--- src/rtl/rgbhsl_pkg.sv ---
package rgbhsl_pkg;

    // Channel and fraction widths fixed by the pixel and result formats.
    localparam int CHANNEL_BITS  = 8;
    localparam int FRACTION_BITS = 16;

    localparam int CH_MAX = (1 << CHANNEL_BITS) - 1;

    // Divider remainder and divisor width: wide enough for 6 * spread.
    localparam int DIV_W  = CHANNEL_BITS + 3;
    localparam int SUM_W  = CHANNEL_BITS + 1;
    localparam int DIFF_W = CHANNEL_BITS + 1;
    localparam int HUE_W  = CHANNEL_BITS + 4;
    localparam int SN_W   = CHANNEL_BITS + FRACTION_BITS;
    // Sum times (2^CHANNEL_BITS + 1), before the final halving.
    localparam int LN_W   = SUM_W + CHANNEL_BITS;

    // Front end stages plus one divider stage per quotient bit plus output.
    localparam int FRONT_STAGES = 3;
    localparam int PIPE_LATENCY = FRONT_STAGES + FRACTION_BITS + 1;

    typedef struct packed {
        logic [CHANNEL_BITS-1:0] red;
        logic [CHANNEL_BITS-1:0] green;
        logic [CHANNEL_BITS-1:0] blue;
    } pixel_rgb_t;

    typedef struct packed {
        logic [FRACTION_BITS-1:0] hue;
        logic [FRACTION_BITS-1:0] saturation;
        logic [FRACTION_BITS-1:0] lightness;
    } pixel_hsl_t;

    typedef enum logic [1:0] {
        MAX_RED,
        MAX_GREEN,
        MAX_BLUE
    } max_sel_t;

    // One lane of the restoring divider. The partial remainder sits in rem,
    // the numerator bits not yet consumed sit in the top of work, and the
    // quotient bits shift into the bottom of work.
    typedef struct packed {
        logic [DIV_W-1:0]         rem;
        logic [FRACTION_BITS-1:0] work;
        logic [DIV_W-1:0]         divisor;
    } div_lane_t;

    // Lightness is already final when it enters the divider and rides along.
    typedef struct packed {
        div_lane_t                hue;
        div_lane_t                sat;
        logic [FRACTION_BITS-1:0] lit;
        logic                     gray;
    } div_item_t;

    // One quotient bit of a restoring division.
    function automatic div_lane_t div_step(input div_lane_t x);
        logic [DIV_W:0] trial;
        logic [DIV_W:0] dvs;
        div_lane_t      y;
        trial = {x.rem, x.work[FRACTION_BITS-1]};
        dvs   = {1'b0, x.divisor};
        y     = x;
        if (trial >= dvs) begin
            y.rem  = DIV_W'(trial - dvs);
            y.work = {x.work[FRACTION_BITS-2:0], 1'b1};
        end else begin
            y.rem  = trial[DIV_W-1:0];
            y.work = {x.work[FRACTION_BITS-2:0], 1'b0};
        end
        return y;
    endfunction

endpackage

--- src/rtl/rgbhsl_front.sv ---
module rgbhsl_front (
    input  logic                   aclk,
    input  logic                   aresetn,
    input  logic                   adv,
    input  logic                   in_valid,
    input  rgbhsl_pkg::pixel_rgb_t in_pixel,
    output logic                   out_valid,
    output rgbhsl_pkg::div_item_t  out_item
);

    localparam int C = rgbhsl_pkg::CHANNEL_BITS;
    localparam int F = rgbhsl_pkg::FRACTION_BITS;

    // Stage 1: largest and smallest channel, which channel wins, hue difference.
    logic                                   v1_reg;
    logic [C-1:0]                           mx1_reg, mx1_next;
    logic [C-1:0]                           mn1_reg, mn1_next;
    rgbhsl_pkg::max_sel_t                   sel1_reg, sel1_next;
    logic signed [rgbhsl_pkg::DIFF_W-1:0]   diff1_reg, diff1_next;

    // Stage 2: spread and sum.
    logic                                   v2_reg;
    logic [C-1:0]                           d2_reg, d2_next;
    logic [rgbhsl_pkg::SUM_W-1:0]           sum2_reg, sum2_next;
    rgbhsl_pkg::max_sel_t                   sel2_reg;
    logic signed [rgbhsl_pkg::DIFF_W-1:0]   diff2_reg;

    // Stage 3: numerators and divisors for the two divider lanes, and lightness.
    logic                                   v3_reg;
    rgbhsl_pkg::div_item_t                  item3_reg, item3_next;

    always_comb begin
        logic [C-1:0] r, g, b;
        r = in_pixel.red;
        g = in_pixel.green;
        b = in_pixel.blue;
        if (r >= g && r >= b) begin
            sel1_next  = rgbhsl_pkg::MAX_RED;
            mx1_next   = r;
            diff1_next = $signed({1'b0, g}) - $signed({1'b0, b});
        end else if (g >= b) begin
            sel1_next  = rgbhsl_pkg::MAX_GREEN;
            mx1_next   = g;
            diff1_next = $signed({1'b0, b}) - $signed({1'b0, r});
        end else begin
            sel1_next  = rgbhsl_pkg::MAX_BLUE;
            mx1_next   = b;
            diff1_next = $signed({1'b0, r}) - $signed({1'b0, g});
        end
        mn1_next = r;
        if (g < mn1_next) mn1_next = g;
        if (b < mn1_next) mn1_next = b;
    end

    always_comb begin
        d2_next   = mx1_reg - mn1_reg;
        sum2_next = {1'b0, mx1_reg} + {1'b0, mn1_reg};
    end

    always_comb begin
        logic signed [rgbhsl_pkg::HUE_W-1:0] d_s, diff_s, base_s, num_s, six_s;
        logic [rgbhsl_pkg::SUM_W-1:0]        den;
        logic [rgbhsl_pkg::SN_W-1:0]         sat_num;
        logic [rgbhsl_pkg::LN_W-1:0]         lit_num;

        d_s    = $signed(rgbhsl_pkg::HUE_W'(d2_reg));
        diff_s = rgbhsl_pkg::HUE_W'(diff2_reg);
        six_s  = (d_s <<< 2) + (d_s <<< 1);
        case (sel2_reg)
            rgbhsl_pkg::MAX_RED:   base_s = '0;
            rgbhsl_pkg::MAX_GREEN: base_s = d_s <<< 1;
            rgbhsl_pkg::MAX_BLUE:  base_s = d_s <<< 2;
            default:               base_s = '0;
        endcase
        num_s = base_s + diff_s;
        // A negative hue wraps by one full turn.
        if (num_s < 0) num_s = num_s + six_s;

        item3_next.hue.rem     = num_s[rgbhsl_pkg::DIV_W-1:0];
        item3_next.hue.work    = '0;
        item3_next.hue.divisor = six_s[rgbhsl_pkg::DIV_W-1:0];

        // Below half lightness the saturation divides by the sum, otherwise
        // by its complement to twice full scale.
        if (sum2_reg < rgbhsl_pkg::SUM_W'(rgbhsl_pkg::CH_MAX)) begin
            den = sum2_reg;
        end else begin
            den = rgbhsl_pkg::SUM_W'(2 * rgbhsl_pkg::CH_MAX) - sum2_reg;
        end
        sat_num = {d2_reg, {F{1'b0}}} - rgbhsl_pkg::SN_W'(d2_reg);
        item3_next.sat.rem     = rgbhsl_pkg::DIV_W'(sat_num[rgbhsl_pkg::SN_W-1:F]);
        item3_next.sat.work    = sat_num[F-1:0];
        item3_next.sat.divisor = rgbhsl_pkg::DIV_W'(den);

        // With the fraction twice as wide as a channel, the full-scale ratio
        // (2^F - 1) / (2 * (2^C - 1)) is exactly (2^C + 1) / 2, so lightness
        // is the sum times (2^C + 1), halved and truncated.
        lit_num = {sum2_reg, {C{1'b0}}} + rgbhsl_pkg::LN_W'(sum2_reg);
        item3_next.lit = lit_num[F:1];

        item3_next.gray = (d2_reg == '0);
    end

    always_ff @(posedge aclk) begin
        if (!aresetn) begin
            v1_reg <= 1'b0;
            v2_reg <= 1'b0;
            v3_reg <= 1'b0;
        end else if (adv) begin
            v1_reg <= in_valid;
            v2_reg <= v1_reg;
            v3_reg <= v2_reg;
        end
    end

    always_ff @(posedge aclk) begin
        if (adv) begin
            mx1_reg   <= mx1_next;
            mn1_reg   <= mn1_next;
            sel1_reg  <= sel1_next;
            diff1_reg <= diff1_next;
            d2_reg    <= d2_next;
            sum2_reg  <= sum2_next;
            sel2_reg  <= sel1_reg;
            diff2_reg <= diff1_reg;
            item3_reg <= item3_next;
        end
    end

    assign out_valid = v3_reg;
    assign out_item  = item3_reg;

endmodule

--- src/rtl/rgbhsl_div_pipe.sv ---
module rgbhsl_div_pipe (
    input  logic                  aclk,
    input  logic                  aresetn,
    input  logic                  adv,
    input  logic                  in_valid,
    input  rgbhsl_pkg::div_item_t in_item,
    output logic                  out_valid,
    output rgbhsl_pkg::div_item_t out_item
);

    localparam int F = rgbhsl_pkg::FRACTION_BITS;

    // One stage per quotient bit; both lanes step side by side and the
    // lightness rides along unchanged.
    logic                  valid_reg [F];
    rgbhsl_pkg::div_item_t stage_reg [F];
    rgbhsl_pkg::div_item_t stage_next [F];

    always_comb begin
        for (int i = 0; i < F; i++) begin
            rgbhsl_pkg::div_item_t src;
            src = (i == 0) ? in_item : stage_reg[(i == 0) ? 0 : i - 1];
            stage_next[i].hue  = rgbhsl_pkg::div_step(src.hue);
            stage_next[i].sat  = rgbhsl_pkg::div_step(src.sat);
            stage_next[i].lit  = src.lit;
            stage_next[i].gray = src.gray;
        end
    end

    always_ff @(posedge aclk) begin
        if (!aresetn) begin
            for (int i = 0; i < F; i++) valid_reg[i] <= 1'b0;
        end else if (adv) begin
            valid_reg[0] <= in_valid;
            for (int i = 1; i < F; i++) valid_reg[i] <= valid_reg[i-1];
        end
    end

    always_ff @(posedge aclk) begin
        if (adv) begin
            for (int i = 0; i < F; i++) stage_reg[i] <= stage_next[i];
        end
    end

    assign out_valid = valid_reg[F-1];
    assign out_item  = stage_reg[F-1];

endmodule

--- src/rtl/rgb_to_hsl_convert.sv ---
// RGB to HSL conversion, one pixel per transfer.
// The input channel (s_valid, s_ready, s_data) carries 8-bit red, green and
// blue. The result channel (m_valid, m_ready, m_data) carries hue as a
// fraction of a full turn times 65536, and saturation and lightness as
// fractions times 65535, all truncated toward zero. A gray pixel gives hue
// and saturation of zero. Pixels are independent; nothing is kept between
// them.
// Throughput is one pixel per clock while the output is not stalled. An
// input transfer reaches its result through three front-end stages
// (extremes; spread and sum; divider numerators and divisors, with lightness
// finished there as a constant scaling of the sum), sixteen restoring divider
// stages that each produce one quotient bit of hue and of saturation, and the
// output register; the divider depth is one stage per result bit.
// The whole pipeline moves while the output register is empty or its result
// is being taken, so s_ready falls only while a result waits on a stalled
// receiver; no pixel is dropped or repeated across a stall.
// Reset (aresetn low at a clock edge) clears every valid bit, so the block
// comes out of reset empty with m_valid low.
module rgb_to_hsl_convert (
    input  logic                   aclk,
    input  logic                   aresetn,
    input  logic                   s_valid,
    output logic                   s_ready,
    input  rgbhsl_pkg::pixel_rgb_t s_data,
    output logic                   m_valid,
    input  logic                   m_ready,
    output rgbhsl_pkg::pixel_hsl_t m_data
);

    // Pipeline advance: the output register can take a new result.
    logic adv;

    logic                  front_valid;
    rgbhsl_pkg::div_item_t front_item;
    logic                  div_valid;
    rgbhsl_pkg::div_item_t div_item;

    logic                   m_valid_reg;
    rgbhsl_pkg::pixel_hsl_t hsl_reg, hsl_next;

    assign adv     = !m_valid_reg || m_ready;
    assign s_ready = adv;

    rgbhsl_front u_front (
        .aclk      (aclk),
        .aresetn   (aresetn),
        .adv       (adv),
        .in_valid  (s_valid),
        .in_pixel  (s_data),
        .out_valid (front_valid),
        .out_item  (front_item)
    );

    rgbhsl_div_pipe u_div_pipe (
        .aclk      (aclk),
        .aresetn   (aresetn),
        .adv       (adv),
        .in_valid  (front_valid),
        .in_item   (front_item),
        .out_valid (div_valid),
        .out_item  (div_item)
    );

    // After the last divider stage each lane's work field holds its quotient.
    // A gray pixel has no defined hue and no saturation, so both are forced
    // to zero here; the divider output for those lanes is meaningless then.
    always_comb begin
        hsl_next.hue        = div_item.gray ? '0 : div_item.hue.work;
        hsl_next.saturation = div_item.gray ? '0 : div_item.sat.work;
        hsl_next.lightness  = div_item.lit;
    end

    always_ff @(posedge aclk) begin
        if (!aresetn) begin
            m_valid_reg <= 1'b0;
        end else if (adv) begin
            m_valid_reg <= div_valid;
        end
    end

    always_ff @(posedge aclk) begin
        if (adv) begin
            hsl_reg <= hsl_next;
        end
    end

    assign m_valid = m_valid_reg;
    assign m_data  = hsl_reg;

    // Reset leaves the result channel empty on the following cycle.
    a_reset_empty: assert property (@(posedge aclk) !aresetn |=> !m_valid)
        else $error("result valid after reset");

    // Any pixel that is not gray has nonzero saturation, so zero saturation
    // with a nonzero hue means the gray masking or a divider lane slipped.
    a_gray_consistent: assert property (@(posedge aclk) disable iff (!aresetn)
        m_valid && m_data.saturation == '0 |-> m_data.hue == '0)
        else $error("hue without saturation");

    // Zero lightness only comes from a black pixel.
    a_black_pixel: assert property (@(posedge aclk) disable iff (!aresetn)
        m_valid && m_data.lightness == '0 |-> m_data.saturation == '0 && m_data.hue == '0)
        else $error("black pixel with color");

    // A result leaving the divider while the pipeline moves lands in the
    // output register.
    a_div_to_out: assert property (@(posedge aclk) disable iff (!aresetn)
        adv && div_valid |=> m_valid)
        else $error("result lost between divider and output");

endmodule
--- config.mk ---
export PLATFORM = sky130hd
export DESIGN_NAME = rgb_to_hsl_convert
export DESIGN_NICKNAME = d
export VERILOG_FILES = /design/src/rtl/rgbhsl_pkg.sv /design/src/rtl/rgbhsl_front.sv /design/src/rtl/rgbhsl_div_pipe.sv /design/src/rtl/rgb_to_hsl_convert.sv
export SDC_FILE = /design/constraint.sdc
export NUM_CORES = 2
export LEC_CHECK = 0
export ABC_AREA = 1
export BUFFER_PORTS_ARGS = -buffer_cell sky130_fd_sc_hd__buf_2
export CORE_MARGIN = 1
export CORE_UTILIZATION = 58
export DETAILED_ROUTE_END_ITERATION = 6
export PLACE_DENSITY_LB_ADDON = 0.05
export SLEW_MARGIN = 20
export SYNTH_ARGS = -nofsm -noshare
export SYNTH_HDL_FRONTEND = slang
export SYNTH_HIERARCHICAL = 1
export SYNTH_SLANG_ARGS = --single-unit
--- constraint.sdc ---
create_clock -name aclk -period 49.7 [get_ports aclk]
set_input_delay 7.455 -clock aclk [delete_from_list [all_inputs] [get_ports aclk]]
set_output_delay 7.455 -clock aclk [all_outputs]
set_load 0.02 [all_outputs]
# [Yosys cells after proc, flatten, opt, wreduce, memory -nomap -nowiden]
# Memory sizes are Yosys's and may differ from the RTL's. A register that Yosys moved wholly into a read port is not among the register bits.
# Index checks and enable logic that the tools add are counted.
# W data, S select, Z words.
[classes] n_mux=63 bitwise_logic=16 add_sub_neg=43 reduce_logical=5 n_lt_le_gt_ge=39 eq_ne=2
[op_table] op="$mux W27" n=32
[op_table] op="$ge A12 B11 Y1" n=31
[op_table] op="$sub A11 B11 Y11" n=31
[op_table] op="$mux W8" n=4
[op_table] op="$mux W9" n=3
[op_table] op="$sub A8 B8 Y9" n=3
[op_table] op="$ge A8 B8 Y1" n=3
[op_table] op="$sub A24 B8 Y24" n=1
[op_table] op="$mux W1" n=21
[op_table] op="$pmux W10 S2" n=1
[op_table] op="$add A17 B9 Y17" n=1
[op_table] op="$lt A8 B8 Y1" n=2
[op_table] op="$or A1 B1 Y1" n=16
[op_table] op="$add A11 B9 Y12" n=1
[op_table] op="$lt A12 B1 Y1 const B" n=1
[op_table] op="$add A10 B9 Y11" n=1
[op_table] op="$add A11 B11 Y11" n=1
[op_table] op="$mux W11" n=1
[op_table] op="$sub A9 B9 Y10" n=1
[op_table] op="$add A8 B8 Y9" n=1
[op_table] op="$ge A9 B9 Y1" n=1
[op_table] op="$lt A9 B8 Y1 const B" n=1
[op_table] op="$sub A9 B9 Y9 const A" n=1
[op_table] op="$logic_not A8 Y1" n=1
[op_table] op="other kinds (7)" n=8
[totals] ram_bits=1504 in_bits=28 elab_cells=191 n_memories=2 register_bits=178 output_inout_bits=50
[mem_list] memory="u_div_pipe.stage_reg" depth=16 width=93 rd=16 rd_ports_with_merged_regs=0 wr=16 line_no="rgbhsl_div_pipe.sv:16" rtl="rgbhsl_pkg::div_item_t stage_reg [F];"
[mem_list] memory="u_div_pipe.valid_reg" depth=16 width=1 rd=16 rd_ports_with_merged_regs=1 wr=16 line_no="rgbhsl_div_pipe.sv:15" rtl="logic valid_reg [F];"

# [Depth between registers and ports, before layout]
[depth] depth_word=6 depth_mapped=21

# [Cells and area by module]
# Netlist, hierarchy kept.
[modules_own_cells] mod="rgbhsl_div_pipe" instances=1 cells_each=6913 area_each_um2=75299.7 seq_area_each_um2=45153.3
[modules_own_cells] mod="rgbhsl_front" instances=1 cells_each=866 area_each_um2=8275.4 seq_area_each_um2=3693.5
[modules_own_cells] mod="rgb_to_hsl_convert" instances=1 cells_each=121 area_each_um2=1755.4 seq_area_each_um2=1461.4

# [Least setup slack after synthesis]
# OpenSTA, ideal clock, no wires.
[synth_timing] path_kind="input-to-reg" startpoint="input m_ready" endpoint="memory u_div_pipe.valid_reg[0][0] (data pin)" setup_time_ns=0.334 arrival_ns=50.190 slack_ns=-0.825 path_stages=4 cell_sequence="inv_1 nand2_1 nand2_1 nor2_1"
[synth_lines] item="start, declared" line_no="rgb_to_hsl_convert.sv:26" rtl="input logic m_ready,"
[synth_lines] item="end, declared" line_no="rgbhsl_div_pipe.sv:15"

# [Final worst setup path]
[layout_timing] startpoint="input m_ready" endpoint="output s_ready"
[layout_via] elab_chain_cells=1
[layout_lines] item="$logic_or A1 B1 Y1" line_no="rgb_to_hsl_convert.sv:41" rtl="assign adv = !m_valid_reg || m_ready;"
[layout_lines] item="end, declared" line_no="rgb_to_hsl_convert.sv:23" rtl="output logic s_ready,"
# Every way passes these cells.

==> metrics.cfg <==
[setup_path]
crit_type = primary input to primary output
ff2ff_path_depth = 6
cpPeakStageDelay_ns = 0.40
end_kind = primary output
required_ns = 42.24
timing.rr.start = m_valid
worst_path_max_delay_cell = nand2_4
path_max_fanout = 21
crit_chain = buf_2 -> inv_1 -> nand2_4 -> buf_2
r2r_slack_ns = 44.41
path_common_cell = buf_2
r2r-end = u_div_pipe/stage_reg[1][427]
cp-start-kind = primary input
critPathArrivalTime_ns = 8.27

[clock_network]
clock-root-buffer = clkbuf_16
cts_tree = yes
cts_buffers = 169
clkSlewWorstSetupHoldPaths_ns = 0.06
clock_latency_ns = 0.81
htree_num_levels = 4
cts_resized = 0
cts_num_sinks = 1633
ctsHoldBuffers = 0
cts_buffer_depth = 3
cts_setup_buffers = 0

[timing]
setup_violations = 0
finalCritPeriodShare_pct = 31.6
post-route-min-period_ns = 15.72
hold_viol = 0
clock_skew_ns = 0.0275
slew_violations = 0
slew_headroom_pct = 29.3
setup-tns-final_ns = 0
tightest_slew_ns = 1.06
fmax_ghz = 0.0636
rsz0062_at_grt = false

[drt]
vias = 50197
first_pass_iters = 6
avgRoutedWirePerCell_microns = 15.3
antenna_left = 0
route.detailed.drc = 0
drt_iter0_drc = 3028
viasPerCell = 5.14
finalWirelength_microns = 149000

[hold_path]
hp-class = flop to flop
min_path_cells = 0
hp-start = u_div_pipe/stage_reg[0][501]
hold-path-endpoint = u_div_pipe/stage_reg[0][595]

[placement]
routabilityCongestion = 0.876
placedCellCount = 9466
port_buffers = 77
dp_hpwl_microns = 110000

[floorplanning]
die-area_sq_mm = 0.144
fp.dieW_microns = 380
start_util_pct = 58.5
rows = 138
core_area_sq_mm = 0.141
pin_count = 78
dieHeight_microns = 380

[synth]
yosysWarnings = 6
syn_inst = 7608
postSynthAreaPerCell_sq_um = 10.9
synth_area_sq_mm = 0.0827

[layout]
n_fill_cell = 11062
syn_to_final_growth_pct = 8.93
seqCellArea_sq_mm = 0.0490
drive_gt1_share_pct = 12.3
fin_nets = 8256
n_antenna_cell = 0
final_cell_mix = 1929 x nand2_1, 1628 x edfxtp_1, 1263 x inv_1, 441 x ha_1, 327 x nor2_1
final_common_cell = nand2_1
largest_register_ffs = 1444
multi_input_area_sq_mm = 0.0276
fin_cells = 9771

[global_routing]
grt_max_degree = 182
grtUsageTotal_pct = 20.7
grt_pass1_wl_microns = 243000
overflow = 0
grt_pass1_vias = 48838
antenna_found_initial = 3

[outcome]
status = finished clean

[run]
max_cap_violations = 0

per-stage QoR:
step           utilization, %  hold slack [ns]  cell area (sq um)  setup slack (ns)
4_1_cts                  63.7            0.404              90100             33.92
5_1_grt                  63.7            0.407              90100             33.92
3_5_place_dp             59.7            0.405              84400             33.92
2_1_floorplan               -            0.400              82800             0.295
3_3_place_gp             59.7            0.400              84400             33.92
6_report                 63.7            0.400              90100             33.98
final cells by class:
class,instances,share of cell area [%]
Timing Repair Buffer,98,0.631
Sequential cell,1633,54.4
Clock buffer,190,4.81
Inverter,1319,5.50
Tap cell,1890,2.63
Multi-Input combinational cell,4526,30.6
Clock inverter,115,1.44
worst max-delay path by stage:
stage,start,endpoint,slack [ns],depth (start not counted)
2_1_floorplan,m_ready,u_div_pipe/valid_reg[0][0],0.30,4
3_3_place_gp,m_ready,s_ready,33.92,4
3_5_place_dp,m_ready,s_ready,33.92,4
4_1_cts,m_ready,s_ready,33.92,4
5_1_grt,m_ready,s_ready,33.92,4
6_report,m_ready,s_ready,33.98,4
critical path: cells and delay by family:
family | cells | cell delay (ns)
AND/OR/NAND/NOR | 1 | 0.40
buffers and inverters | 3 | 0.40
routing by layer:
layer / part of all wire [%] / vias to the layer above / global-route usage [%] / routed length, microns
met4: 2.9 / 0 / 6.93 / 4260
met3: 3.7 / 254 / 3.30 / 5490
li1: - / 25703 / - / -
met1: 45 / 23456 / 27.6 / 67800
met2: 48 / 784 / 34.8 / 71600
met5: 0 / - / 0 / 0
Power is left out: the tool's default activity adds up to more than one toggle a clock period on the data nets, which glitch-free logic cannot reach.
